$ cat config.mk
export PLATFORM = sky130hd
export DESIGN_NAME = periodic_event_timer_table_flat
export DESIGN_NICKNAME = d
export VERILOG_FILES = /design/src/design/pett_pkg.sv /design/src/design/pett_if.sv /design/src/design/pett_cell.sv /design/src/design/periodic_event_timer_table.sv /design/src/flat_wrapper.sv
export SDC_FILE = /design/constraint.sdc
export NUM_CORES = 2
export LEC_CHECK = 0
export ABC_CLOCK_PERIOD_IN_PS = 25000
export BUFFER_PORTS_ARGS = -buffer_cell sky130_fd_sc_hd__buf_2
export CAP_MARGIN = 10
export CORE_MARGIN = 10
export CORE_UTILIZATION = 45
export CTS_CLUSTER_SIZE = 25
export DETAILED_ROUTE_END_ITERATION = 12
export RECOVER_POWER = 100
export SYNTH_ARGS = -nofsm -noshare
export SYNTH_HDL_FRONTEND = slang
export SYNTH_SLANG_ARGS = --single-unit
$ cat constraint.sdc
create_clock -name clk -period 25 [get_ports clk]
set_input_delay 5 -clock clk [delete_from_list [all_inputs] [get_ports clk]]
set_output_delay 5 -clock clk [all_outputs]
set_load 0.005 [all_outputs]
$ cat src/design/pett_pkg.sv
package pett_pkg;

  localparam int SLOTS_DEF = 16;
  localparam int ID_W      = 8;
  localparam int VAL_W     = 16;
  localparam int FUNC_W    = 2;
  localparam int KIND_W    = 2;
  localparam int STAT_W    = 3;

  typedef enum logic [FUNC_W-1:0] {
    FUNC_TICK = 2'd0,
    FUNC_SET  = 2'd1,
    FUNC_DEL  = 2'd2
  } func_t;

  typedef enum logic [KIND_W-1:0] {
    KIND_STATUS = 2'd0,
    KIND_EVENT  = 2'd1,
    KIND_QUIET  = 2'd2
  } kind_t;

  typedef enum logic [STAT_W-1:0] {
    ST_ADDED     = 3'd0,
    ST_UPDATED   = 3'd1,
    ST_DELETED   = 3'd2,
    ST_NOT_FOUND = 3'd3,
    ST_FULL      = 3'd4
  } status_t;

  typedef enum logic {
    S_IDLE = 1'b0,
    S_TICK = 1'b1
  } state_t;

  typedef enum logic [1:0] {
    OP_HOLD   = 2'd0,
    OP_ROTATE = 2'd1,
    OP_SET    = 2'd2,
    OP_DEL    = 2'd3
  } cell_op_t;

  typedef struct packed {
    logic [ID_W-1:0]  id;
    logic [VAL_W-1:0] period;
    logic [VAL_W-1:0] countdown;
    logic [VAL_W-1:0] remaining;
    logic             started;
    logic             resident;
  } entry_t;

  typedef struct packed {
    cell_op_t        op;
    logic [ID_W-1:0] id;
    logic            any_match;
    entry_t          wr_entry;
    entry_t          head_entry;
    logic            head_expired;
  } cell_ctl_t;

  typedef struct packed {
    logic match;
    logic fired;
    logic expired;
  } cell_stat_t;

endpackage

$ cat src/design/pett_if.sv
interface pett_in_if;
  import pett_pkg::*;

  logic              valid;
  logic              ready;
  logic [FUNC_W-1:0] func;
  logic [ID_W-1:0]   req_id;
  logic [VAL_W-1:0]  interval;
  logic [VAL_W-1:0]  repeat_count;
  logic              immediate;
  logic              resident;

  modport source (output valid, func, req_id, interval, repeat_count, immediate, resident,
                  input ready);
  modport sink   (input valid, func, req_id, interval, repeat_count, immediate, resident,
                  output ready);
endinterface

interface pett_out_if;
  import pett_pkg::*;

  logic              valid;
  logic              ready;
  logic [KIND_W-1:0] kind;
  logic [STAT_W-1:0] status;
  logic [ID_W-1:0]   event_id;
  logic              fired;
  logic              expired;
  logic              last;

  modport source (output valid, kind, status, event_id, fired, expired, last, input ready);
  modport sink   (input valid, kind, status, event_id, fired, expired, last, output ready);
endinterface

$ cat src/design/pett_cell.sv
module pett_cell (
  input  logic                clk,
  input  logic                rst_n,
  input  pett_pkg::cell_ctl_t ctl_i,
  input  logic                prv_valid_i,
  input  logic                nxt_valid_i,
  input  pett_pkg::entry_t    nxt_entry_i,
  input  logic                del_i,
  output logic                del_o,
  output logic                valid_o,
  output pett_pkg::entry_t    entry_o,
  output pett_pkg::entry_t    ticked_o,
  output pett_pkg::cell_stat_t stat_o
);
  import pett_pkg::*;

  logic   valid_r, valid_nxt;
  entry_t entry_r, entry_nxt;
  entry_t tk;
  logic   tk_fired, tk_expired;

  // one tick applied to this slot
  always_comb begin
    tk         = entry_r;
    tk_fired   = 1'b0;
    tk_expired = 1'b0;
    if (entry_r.started) begin
      tk_fired = (entry_r.countdown == entry_r.period);
    end else if (entry_r.remaining != {VAL_W{1'b1}}) begin
      tk.remaining = entry_r.remaining + VAL_W'(1);
    end
    tk.started   = 1'b1;
    tk.countdown = entry_r.countdown - VAL_W'(1);
    if (tk.countdown == '0) begin
      tk.countdown = entry_r.period;
    end
    if (!entry_r.resident && tk.countdown == entry_r.period && tk.remaining != '0) begin
      tk_expired   = (tk.remaining == VAL_W'(1));
      tk.remaining = tk.remaining - VAL_W'(1);
    end
  end

  assign stat_o.match   = valid_r && (entry_r.id == ctl_i.id);
  assign stat_o.fired   = valid_r && tk_fired;
  assign stat_o.expired = valid_r && tk_expired;
  assign del_o          = del_i || stat_o.match;
  assign valid_o        = valid_r;
  assign entry_o        = entry_r;
  assign ticked_o       = tk;

  always_comb begin
    valid_nxt = valid_r;
    entry_nxt = entry_r;
    unique case (ctl_i.op)
      OP_ROTATE: begin
        if (nxt_valid_i) begin
          entry_nxt = nxt_entry_i;
        end else if (valid_r) begin
          entry_nxt = ctl_i.head_entry;
          valid_nxt = !ctl_i.head_expired;
        end
      end
      OP_SET: begin
        if (stat_o.match || (!ctl_i.any_match && !valid_r && prv_valid_i)) begin
          entry_nxt = ctl_i.wr_entry;
          valid_nxt = 1'b1;
        end
      end
      OP_DEL: begin
        if (del_o) begin
          entry_nxt = nxt_entry_i;
          valid_nxt = nxt_valid_i;
        end
      end
      default: ;
    endcase
  end

  always_ff @(posedge clk) begin
    if (!rst_n) begin
      valid_r <= 1'b0;
    end else begin
      valid_r <= valid_nxt;
    end
  end

  always_ff @(posedge clk) begin
    entry_r <= entry_nxt;
  end

endmodule

$ cat src/design/periodic_event_timer_table.sv
// Set and delete: one status beat, registered in the cycle after the input beat.
// Tick: steps through the occupied slots in turn, holding while the output stalls; one event beat
// per slot that fires or expires; an empty tick or one with no event gives one beat.
// No new input is taken until the tick sweep ends and the output register can take a beat.
// Reset (rst_n low, synchronous) empties the table, the FSM and the output register.
module periodic_event_timer_table #(
  parameter int SLOTS = pett_pkg::SLOTS_DEF
) (
  input  logic  clk,
  input  logic  rst_n,
  pett_in_if.sink    in_ch,
  pett_out_if.source out_ch
);
  import pett_pkg::*;

  localparam int CNT_W = $clog2(SLOTS + 1);

  state_t            state_r, state_nxt;
  logic [CNT_W-1:0]  count_r, count_nxt;
  logic [CNT_W-1:0]  steps_r, steps_nxt;
  logic              any_r, any_nxt;

  logic              out_valid_r, out_valid_nxt;
  kind_t             kind_r, kind_nxt;
  status_t           status_r, status_nxt;
  logic [ID_W-1:0]   id_r, id_nxt;
  logic              fired_r, fired_nxt;
  logic              expired_r, expired_nxt;
  logic              last_r, last_nxt;

  cell_ctl_t         ctl;
  logic              cell_valid [SLOTS];
  entry_t            cell_entry [SLOTS];
  entry_t            cell_ticked [SLOTS];
  cell_stat_t        cell_stat [SLOTS];
  logic              del_chain [SLOTS+1];

  logic              out_can, in_acc, any_match, head_hit, later_hit, need_out, adv;
  logic [VAL_W-1:0]  period_w;

  assign del_chain[0] = 1'b0;

  for (genvar i = 0; i < SLOTS; i++) begin : g_cell
    logic   nv;
    entry_t ne;
    if (i < SLOTS - 1) begin : g_mid
      assign nv = cell_valid[i+1];
      assign ne = cell_entry[i+1];
    end else begin : g_end
      assign nv = 1'b0;
      assign ne = cell_entry[i];
    end
    pett_cell u_cell (
      .clk         (clk),
      .rst_n       (rst_n),
      .ctl_i       (ctl),
      .prv_valid_i ((i == 0) ? 1'b1 : cell_valid[(i == 0) ? 0 : i-1]),
      .nxt_valid_i (nv),
      .nxt_entry_i (ne),
      .del_i       (del_chain[i]),
      .del_o       (del_chain[i+1]),
      .valid_o     (cell_valid[i]),
      .entry_o     (cell_entry[i]),
      .ticked_o    (cell_ticked[i]),
      .stat_o      (cell_stat[i])
    );
  end

  assign out_can     = !out_valid_r || out_ch.ready;
  assign in_ch.ready = (state_r == S_IDLE) && out_can;
  assign in_acc      = in_ch.valid && in_ch.ready;
  assign head_hit    = cell_stat[0].fired || cell_stat[0].expired;
  assign need_out    = head_hit || (steps_r == CNT_W'(1) && !any_r);
  assign adv         = (state_r == S_TICK) && (!need_out || out_can);
  assign period_w    = (in_ch.interval == '0) ? VAL_W'(1) : in_ch.interval;

  always_comb begin
    any_match = 1'b0;
    later_hit = 1'b0;
    for (int j = 0; j < SLOTS; j++) begin
      any_match = any_match || cell_stat[j].match;
      if (j > 0 && CNT_W'(j) < steps_r) begin
        later_hit = later_hit || cell_stat[j].fired || cell_stat[j].expired;
      end
    end
  end

  always_comb begin
    ctl.op                  = OP_HOLD;
    ctl.id                  = in_ch.req_id;
    ctl.any_match           = any_match;
    ctl.wr_entry.id         = in_ch.req_id;
    ctl.wr_entry.period     = period_w;
    ctl.wr_entry.countdown  = period_w;
    ctl.wr_entry.remaining  = in_ch.repeat_count;
    ctl.wr_entry.started    = in_ch.immediate;
    ctl.wr_entry.resident   = in_ch.resident;
    ctl.head_entry          = cell_ticked[0];
    ctl.head_expired        = cell_stat[0].expired;

    state_nxt     = state_r;
    count_nxt     = count_r;
    steps_nxt     = steps_r;
    any_nxt       = any_r;
    out_valid_nxt = out_valid_r && !out_ch.ready;
    kind_nxt      = kind_r;
    status_nxt    = status_r;
    id_nxt        = id_r;
    fired_nxt     = fired_r;
    expired_nxt   = expired_r;
    last_nxt      = last_r;

    unique case (state_r)
      S_IDLE: begin
        if (in_acc) begin
          kind_nxt    = KIND_STATUS;
          status_nxt  = ST_ADDED;
          id_nxt      = in_ch.req_id;
          fired_nxt   = 1'b0;
          expired_nxt = 1'b0;
          last_nxt    = 1'b1;
          unique case (in_ch.func)
            FUNC_SET: begin
              ctl.op        = OP_SET;
              out_valid_nxt = 1'b1;
              if (any_match) begin
                status_nxt = ST_UPDATED;
              end else if (count_r == CNT_W'(SLOTS)) begin
                status_nxt = ST_FULL;
              end else begin
                count_nxt = count_r + CNT_W'(1);
              end
            end
            FUNC_DEL: begin
              ctl.op        = OP_DEL;
              out_valid_nxt = 1'b1;
              if (any_match) begin
                status_nxt = ST_DELETED;
                count_nxt  = count_r - CNT_W'(1);
              end else begin
                status_nxt = ST_NOT_FOUND;
              end
            end
            FUNC_TICK: begin
              if (count_r == '0) begin
                out_valid_nxt = 1'b1;
                kind_nxt      = KIND_QUIET;
                id_nxt        = '0;
              end else begin
                state_nxt = S_TICK;
                steps_nxt = count_r;
                any_nxt   = 1'b0;
              end
            end
            default: ;
          endcase
        end
      end
      S_TICK: begin
        if (adv) begin
          ctl.op    = OP_ROTATE;
          steps_nxt = steps_r - CNT_W'(1);
          any_nxt   = any_r || head_hit;
          if (cell_stat[0].expired) begin
            count_nxt = count_r - CNT_W'(1);
          end
          if (head_hit) begin
            out_valid_nxt = 1'b1;
            kind_nxt      = KIND_EVENT;
            status_nxt    = ST_ADDED;
            id_nxt        = cell_entry[0].id;
            fired_nxt     = cell_stat[0].fired;
            expired_nxt   = cell_stat[0].expired;
            last_nxt      = !later_hit;
          end else if (need_out) begin
            out_valid_nxt = 1'b1;
            kind_nxt      = KIND_QUIET;
            status_nxt    = ST_ADDED;
            id_nxt        = '0;
            fired_nxt     = 1'b0;
            expired_nxt   = 1'b0;
            last_nxt      = 1'b1;
          end
          if (steps_r == CNT_W'(1)) begin
            state_nxt = S_IDLE;
          end
        end
      end
      default: state_nxt = S_IDLE;
    endcase
  end

  always_ff @(posedge clk) begin
    if (!rst_n) begin
      state_r <= S_IDLE;
    end else begin
      state_r <= state_nxt;
    end
  end

  always_ff @(posedge clk) begin
    if (!rst_n) begin
      count_r     <= '0;
      steps_r     <= '0;
      any_r       <= 1'b0;
      out_valid_r <= 1'b0;
    end else begin
      count_r     <= count_nxt;
      steps_r     <= steps_nxt;
      any_r       <= any_nxt;
      out_valid_r <= out_valid_nxt;
    end
  end

  always_ff @(posedge clk) begin
    kind_r    <= kind_nxt;
    status_r  <= status_nxt;
    id_r      <= id_nxt;
    fired_r   <= fired_nxt;
    expired_r <= expired_nxt;
    last_r    <= last_nxt;
  end

  assign out_ch.valid    = out_valid_r;
  assign out_ch.kind     = kind_r;
  assign out_ch.status   = status_r;
  assign out_ch.event_id = id_r;
  assign out_ch.fired    = fired_r;
  assign out_ch.expired  = expired_r;
  assign out_ch.last     = last_r;

endmodule

$ cat src/flat_wrapper.sv
// flat-port wrapper written by rule: the top's interface ports become plain ports
module periodic_event_timer_table_flat import pett_pkg::*;
#(
  parameter int SLOTS = pett_pkg::SLOTS_DEF
)
  (clk, rst_n, in_ch_valid, in_ch_func, in_ch_req_id, in_ch_interval, in_ch_repeat_count, in_ch_immediate, in_ch_resident, in_ch_ready, out_ch_valid, out_ch_kind, out_ch_status, out_ch_event_id, out_ch_fired, out_ch_expired, out_ch_last, out_ch_ready);
  pett_in_if in_ch_i ();
  pett_out_if out_ch_i ();
  input  logic clk;
  input  logic rst_n;
  input wire logic [$bits(in_ch_i.valid)-1:0] in_ch_valid;
  input wire logic [$bits(in_ch_i.func)-1:0] in_ch_func;
  input wire logic [$bits(in_ch_i.req_id)-1:0] in_ch_req_id;
  input wire logic [$bits(in_ch_i.interval)-1:0] in_ch_interval;
  input wire logic [$bits(in_ch_i.repeat_count)-1:0] in_ch_repeat_count;
  input wire logic [$bits(in_ch_i.immediate)-1:0] in_ch_immediate;
  input wire logic [$bits(in_ch_i.resident)-1:0] in_ch_resident;
  output wire logic [$bits(in_ch_i.ready)-1:0] in_ch_ready;
  output wire logic [$bits(out_ch_i.valid)-1:0] out_ch_valid;
  output wire logic [$bits(out_ch_i.kind)-1:0] out_ch_kind;
  output wire logic [$bits(out_ch_i.status)-1:0] out_ch_status;
  output wire logic [$bits(out_ch_i.event_id)-1:0] out_ch_event_id;
  output wire logic [$bits(out_ch_i.fired)-1:0] out_ch_fired;
  output wire logic [$bits(out_ch_i.expired)-1:0] out_ch_expired;
  output wire logic [$bits(out_ch_i.last)-1:0] out_ch_last;
  input wire logic [$bits(out_ch_i.ready)-1:0] out_ch_ready;
  assign in_ch_i.valid = in_ch_valid;
  assign in_ch_i.func = in_ch_func;
  assign in_ch_i.req_id = in_ch_req_id;
  assign in_ch_i.interval = in_ch_interval;
  assign in_ch_i.repeat_count = in_ch_repeat_count;
  assign in_ch_i.immediate = in_ch_immediate;
  assign in_ch_i.resident = in_ch_resident;
  assign in_ch_ready = in_ch_i.ready;
  assign out_ch_valid = out_ch_i.valid;
  assign out_ch_kind = out_ch_i.kind;
  assign out_ch_status = out_ch_i.status;
  assign out_ch_event_id = out_ch_i.event_id;
  assign out_ch_fired = out_ch_i.fired;
  assign out_ch_expired = out_ch_i.expired;
  assign out_ch_last = out_ch_i.last;
  assign out_ch_i.ready = out_ch_ready;
  periodic_event_timer_table #(.SLOTS(SLOTS)) u_core (.clk(clk), .rst_n(rst_n), .in_ch(in_ch_i), .out_ch(out_ch_i));
endmodule
==> impl_metrics.tcl <==
set metrics [dict create \
    status "complete, but fails checks" \
    violations "max-capacitance violations, max-slew violations" \
    vias 54435 \
    io_pins 66 \
    syn_avg_cell_area_um2 10.1 \
    crit_slowest_cell "clkbuf_1" \
    drive_gt1_share_pct 6.74 \
    totalWireLength_mm 244 \
    critPathKind "flop to flop" \
    cp_num_buf_inv 5 \
    relSlewSlack_pct -152 \
    synth-edff-count 944 \
    synth_nets 6288 \
    power_per_cell_area_nw_per_um2 94.1 \
    vias_per_cell 7.01 \
    drtPass1Iterations 8 \
    fin_nets 5981 \
    h-tree-depth 3 \
    num_rows 136 \
    core_um2 138000 \
    max_slew.worst_pin.slew_ns 3.78 \
    critPathLaunchType "flop" \
    slowest_delay_ns 2.71 \
    grt_overflow 0 \
    clkLatencyLatePin_ns 0.77 \
    synth_top_family_by_area "compound AO/OA/AOI/OAI gates" \
    clkSinkCount 973 \
    netlist_instances 6178 \
    cts_hold_buf 0 \
    post_drt_wl_per_cell_um 31.5 \
    slew_viol_final 2179 \
    portBuffers 65 \
    cp_cell_sequence "inv_1 > ha_1 > nor4b_1 > nor3b_1 > xor2_1 > or4_1 > o32a_1 > o21ai_0 > o22ai_1 > inv_1 > ha_1 > clkbuf_1 > clkbuf_1 > o311ai_0 > nand3_1 > a31oi_1 > clkbuf_1" \
    clock-root-buffer "clkbuf_16" \
    fp.dieH_um 393 \
    rsz0062_at_grt "no" \
    leakage_nw 22.4 \
    grt_pass1_vias 50037 \
    cts-resized-gates 0 \
    grt_antenna_before_repair 7 \
    max_freq_mhz 68.6 \
    syn_area_um2 62600 \
    clock_tree.buffer_depth 3 \
    clk_pin_slew_ns 0.06 \
    maxCapViolations 52 \
    ys_seq_elements 973 \
    critPathTopFamily "buffers and inverters" \
    synth-compound-area-share_pct 23.4 \
    hpwl_mm 166 \
    synthArstFlopShare_pct 0 \
    synth-xor-area-share_pct 7.97 \
    hold_ws_ns 0.470 \
    start_util_pct 45.4 \
    cts_setup_buffers 0 \
    arrival_ns 14.58 \
    finalHoldViolCount 0 \
    grt_pass1_wl_mm 351 \
    synthAdderAreaFrac_pct 1.27 \
    setup_viol 0 \
    postRouteAntennaNets 0 \
    worst_setup_path_end_kind "flop" \
    dieArea_um2 154000 \
    skew_ns 0.0493 \
    synth_mux_area_share_pct 0.967 \
    drc 0 \
    worstPathMaxFanout 91 \
    syn_to_final_growth_pct 7.93 \
    drt_iter0_markers 7119 \
    post-route-period-util_pct 58.3 \
    cp_data_required_time_ns 25.01 \
    ys_seq_area_share_pct 46.2 \
    global_route.usage.total_pct 30.3 \
    crit_top_cell "clkbuf_1" \
    peakVddDrop_mv 0.0635 \
    grt_max_degree 92 \
    gp_congestion 0.962 \
    synth-simple-area-share_pct 15.6 \
    yosysWarnings 0 \
    synth_cell_types 96 \
    synthFlopType "edfxtp_1" \
    numCtsBuffers 112 \
    holdCritPathClass "flop to flop" \
    cts_tree "done" \
    finalCriticalPeriod_ns 14.57 \
    fp.dieW_um 393 \
    setup_tns_ns 0 \
]
-- worst min-delay path, stage by stage, from the launching register on --
cell	delay [ns]
dfxtp_1	0.31
inv_1	0.07
a21oi_1	0.06
-- sequential cells by signal (all words and copies together) (netlist names) --
name and count:
u_core.steps_r 5, u_core.out_ch.last 1, u_core.out_ch.kind 2, u_core.any_r 1
u_core.out_ch.fired 1, u_core.count_r 5, u_core.out_ch.valid 1, u_core.out_ch.event_id 8
u_core.state_r 1, u_core.g_cell.u_cell.valid_o 16, u_core.g_cell.u_cell.entry_o 928, u_core.out_ch.expired 1
u_core.out_ch.status 3
-- cells in the mapped netlist (20+ instances only) --
| cell | number | area [µm²] |
|---|---|---|
| and4_1 | 24 | 210 |
| nor4b_1 | 21 | 184 |
| a31oi_1 | 51 | 319 |
| a211oi_1 | 33 | 248 |
| dfxtp_1 | 29 | 581 |
| edfxtp_1 | 944 | 28300 |
| and2_1 | 55 | 344 |
| a221o_1 | 687 | 6880 |
| nand3_1 | 142 | 711 |
| a21oi_1 | 423 | 2120 |
| or3_1 | 35 | 219 |
| xnor2_1 | 278 | 2430 |
| o211ai_1 | 26 | 195 |
| mux2i_1 | 38 | 380 |
| nand2b_1 | 62 | 388 |
| or4_1 | 44 | 330 |
| o21ai_0 | 291 | 1460 |
| o22ai_1 | 31 | 194 |
| nor3b_1 | 32 | 240 |
| a21o_1 | 108 | 811 |
| nor4_1 | 174 | 1090 |
| nand4_1 | 146 | 913 |
| xor2_1 | 288 | 2520 |
| buf_1 | 27 | 101 |
| nor2_1 | 456 | 1710 |
| nand4b_1 | 20 | 175 |
| nor2b_1 | 49 | 307 |
| inv_1 | 137 | 514 |
| and3_1 | 35 | 219 |
| o31ai_1 | 49 | 368 |
| ha_1 | 62 | 776 |
| nand2_1 | 265 | 995 |
| buf_2 | 21 | 105 |
| nand3b_1 | 33 | 248 |
| clkbuf_1 | 560 | 2100 |
| nor3_1 | 171 | 856 |
-- metal layers --
metal	global-route usage (%)	routed length, µm
met1	41.3	100000
met2	46.5	107000
met3	5.98	23400
met4	13.9	13200
met5	0	23
-- area by class of cell --
cell class / count / area (µm²)
Fill cell: 12558 / 70300
Antenna cell: 3 / 7.51
Tap cell: 1794 / 2240
Sequential cell: 973 / 28900
Inverter: 139 / 523
Multi-Input combinational cell: 4455 / 31200
Clock inverter: 69 / 661
Timing Repair Buffer: 190 / 1090
Clock buffer: 140 / 2910
-- through the flow --
step / instance area, µm² / total power, mW / instances / setup slack (ns) / utilization, %
after floorplan: 62600 / 3.94 / 6178 / 11.48 / -
after global placement: 64300 / 4.64 / 7550 / 14.43 / 46.7
after detailed placement: 64300 / 4.66 / 7550 / 14.39 / 46.7
after CTS: 67900 / 6.29 / 7759 / 14.39 / 49.2
after global routing: 67600 / 6.59 / 7760 / 9.55 / 49.0
final: 67600 / 6.35 / 7763 / 10.43 / 49.0
-- cell usage in the layout, fill, tap and decap left out, types with 22 or more instances in the layout --
cell type	netlist	routed
a211oi_1	33	32
a21o_1	108	108
a21oi_1	423	421
a221o_1	687	687
a31oi_1	51	50
and2_1	55	28
and3_1	35	35
and4_1	24	24
buf_2	21	48
buf_4	1	80
clkbuf_1	560	89
clkbuf_16	0	112
clkinv_1	1	33
dfxtp_1	29	29
edfxtp_1	944	944
ha_1	62	61
inv_1	137	137
mux2i_1	38	37
nand2_1	265	265
nand2b_1	62	62
nand3_1	142	142
nand3b_1	33	33
nand4_1	146	146
nor2_1	456	439
nor2b_1	49	49
nor3_1	171	171
nor3b_1	32	33
nor4_1	174	168
nor4b_1	21	22
o211ai_1	26	26
o21ai_0	291	291
o22ai_1	31	31
o31ai_1	49	48
or3_1	35	35
or4_1	44	44
xnor2_1	278	271
xor2_1	288	284
-- final timing paths --
check / startpoint / end / slack, ns / cells after the start
worst max-delay path: u_core.g_cell[0].u_cell.entry_o[18] / u_core.g_cell[13].u_cell.entry_o[21] / 10.43 / 17
worst max register to register: u_core.g_cell[0].u_cell.entry_o[18] / u_core.g_cell[13].u_cell.entry_o[21] / 10.43 / 17
worst min-delay path: u_core.any_r / u_core.any_r / 0.47 / 2
worst min register to register: u_core.any_r / u_core.any_r / 0.47 / 2
-- cells by family (layout without fill, tap and decap cells) --
group                      Yosys count  count (layout)
AOI/OAI and AO/OA                 1934            1934
muxes                               58              58
and+or+nand+nor                   1831            1831
other                                0               3
xor gates and xnor gates           568             568
buffers and inverters              750             538
adders and majority gates           64              64
DFF                                973             973
-- report_power, final --
| group | switching (mW) | internal (mW) |
|---|---|---|
| registers | 0.484 | 2.32 |
| logic | 1.19 | 0.727 |
| clock network | 0.736 | 0.902 |
(Power assumes the default switching activity.)
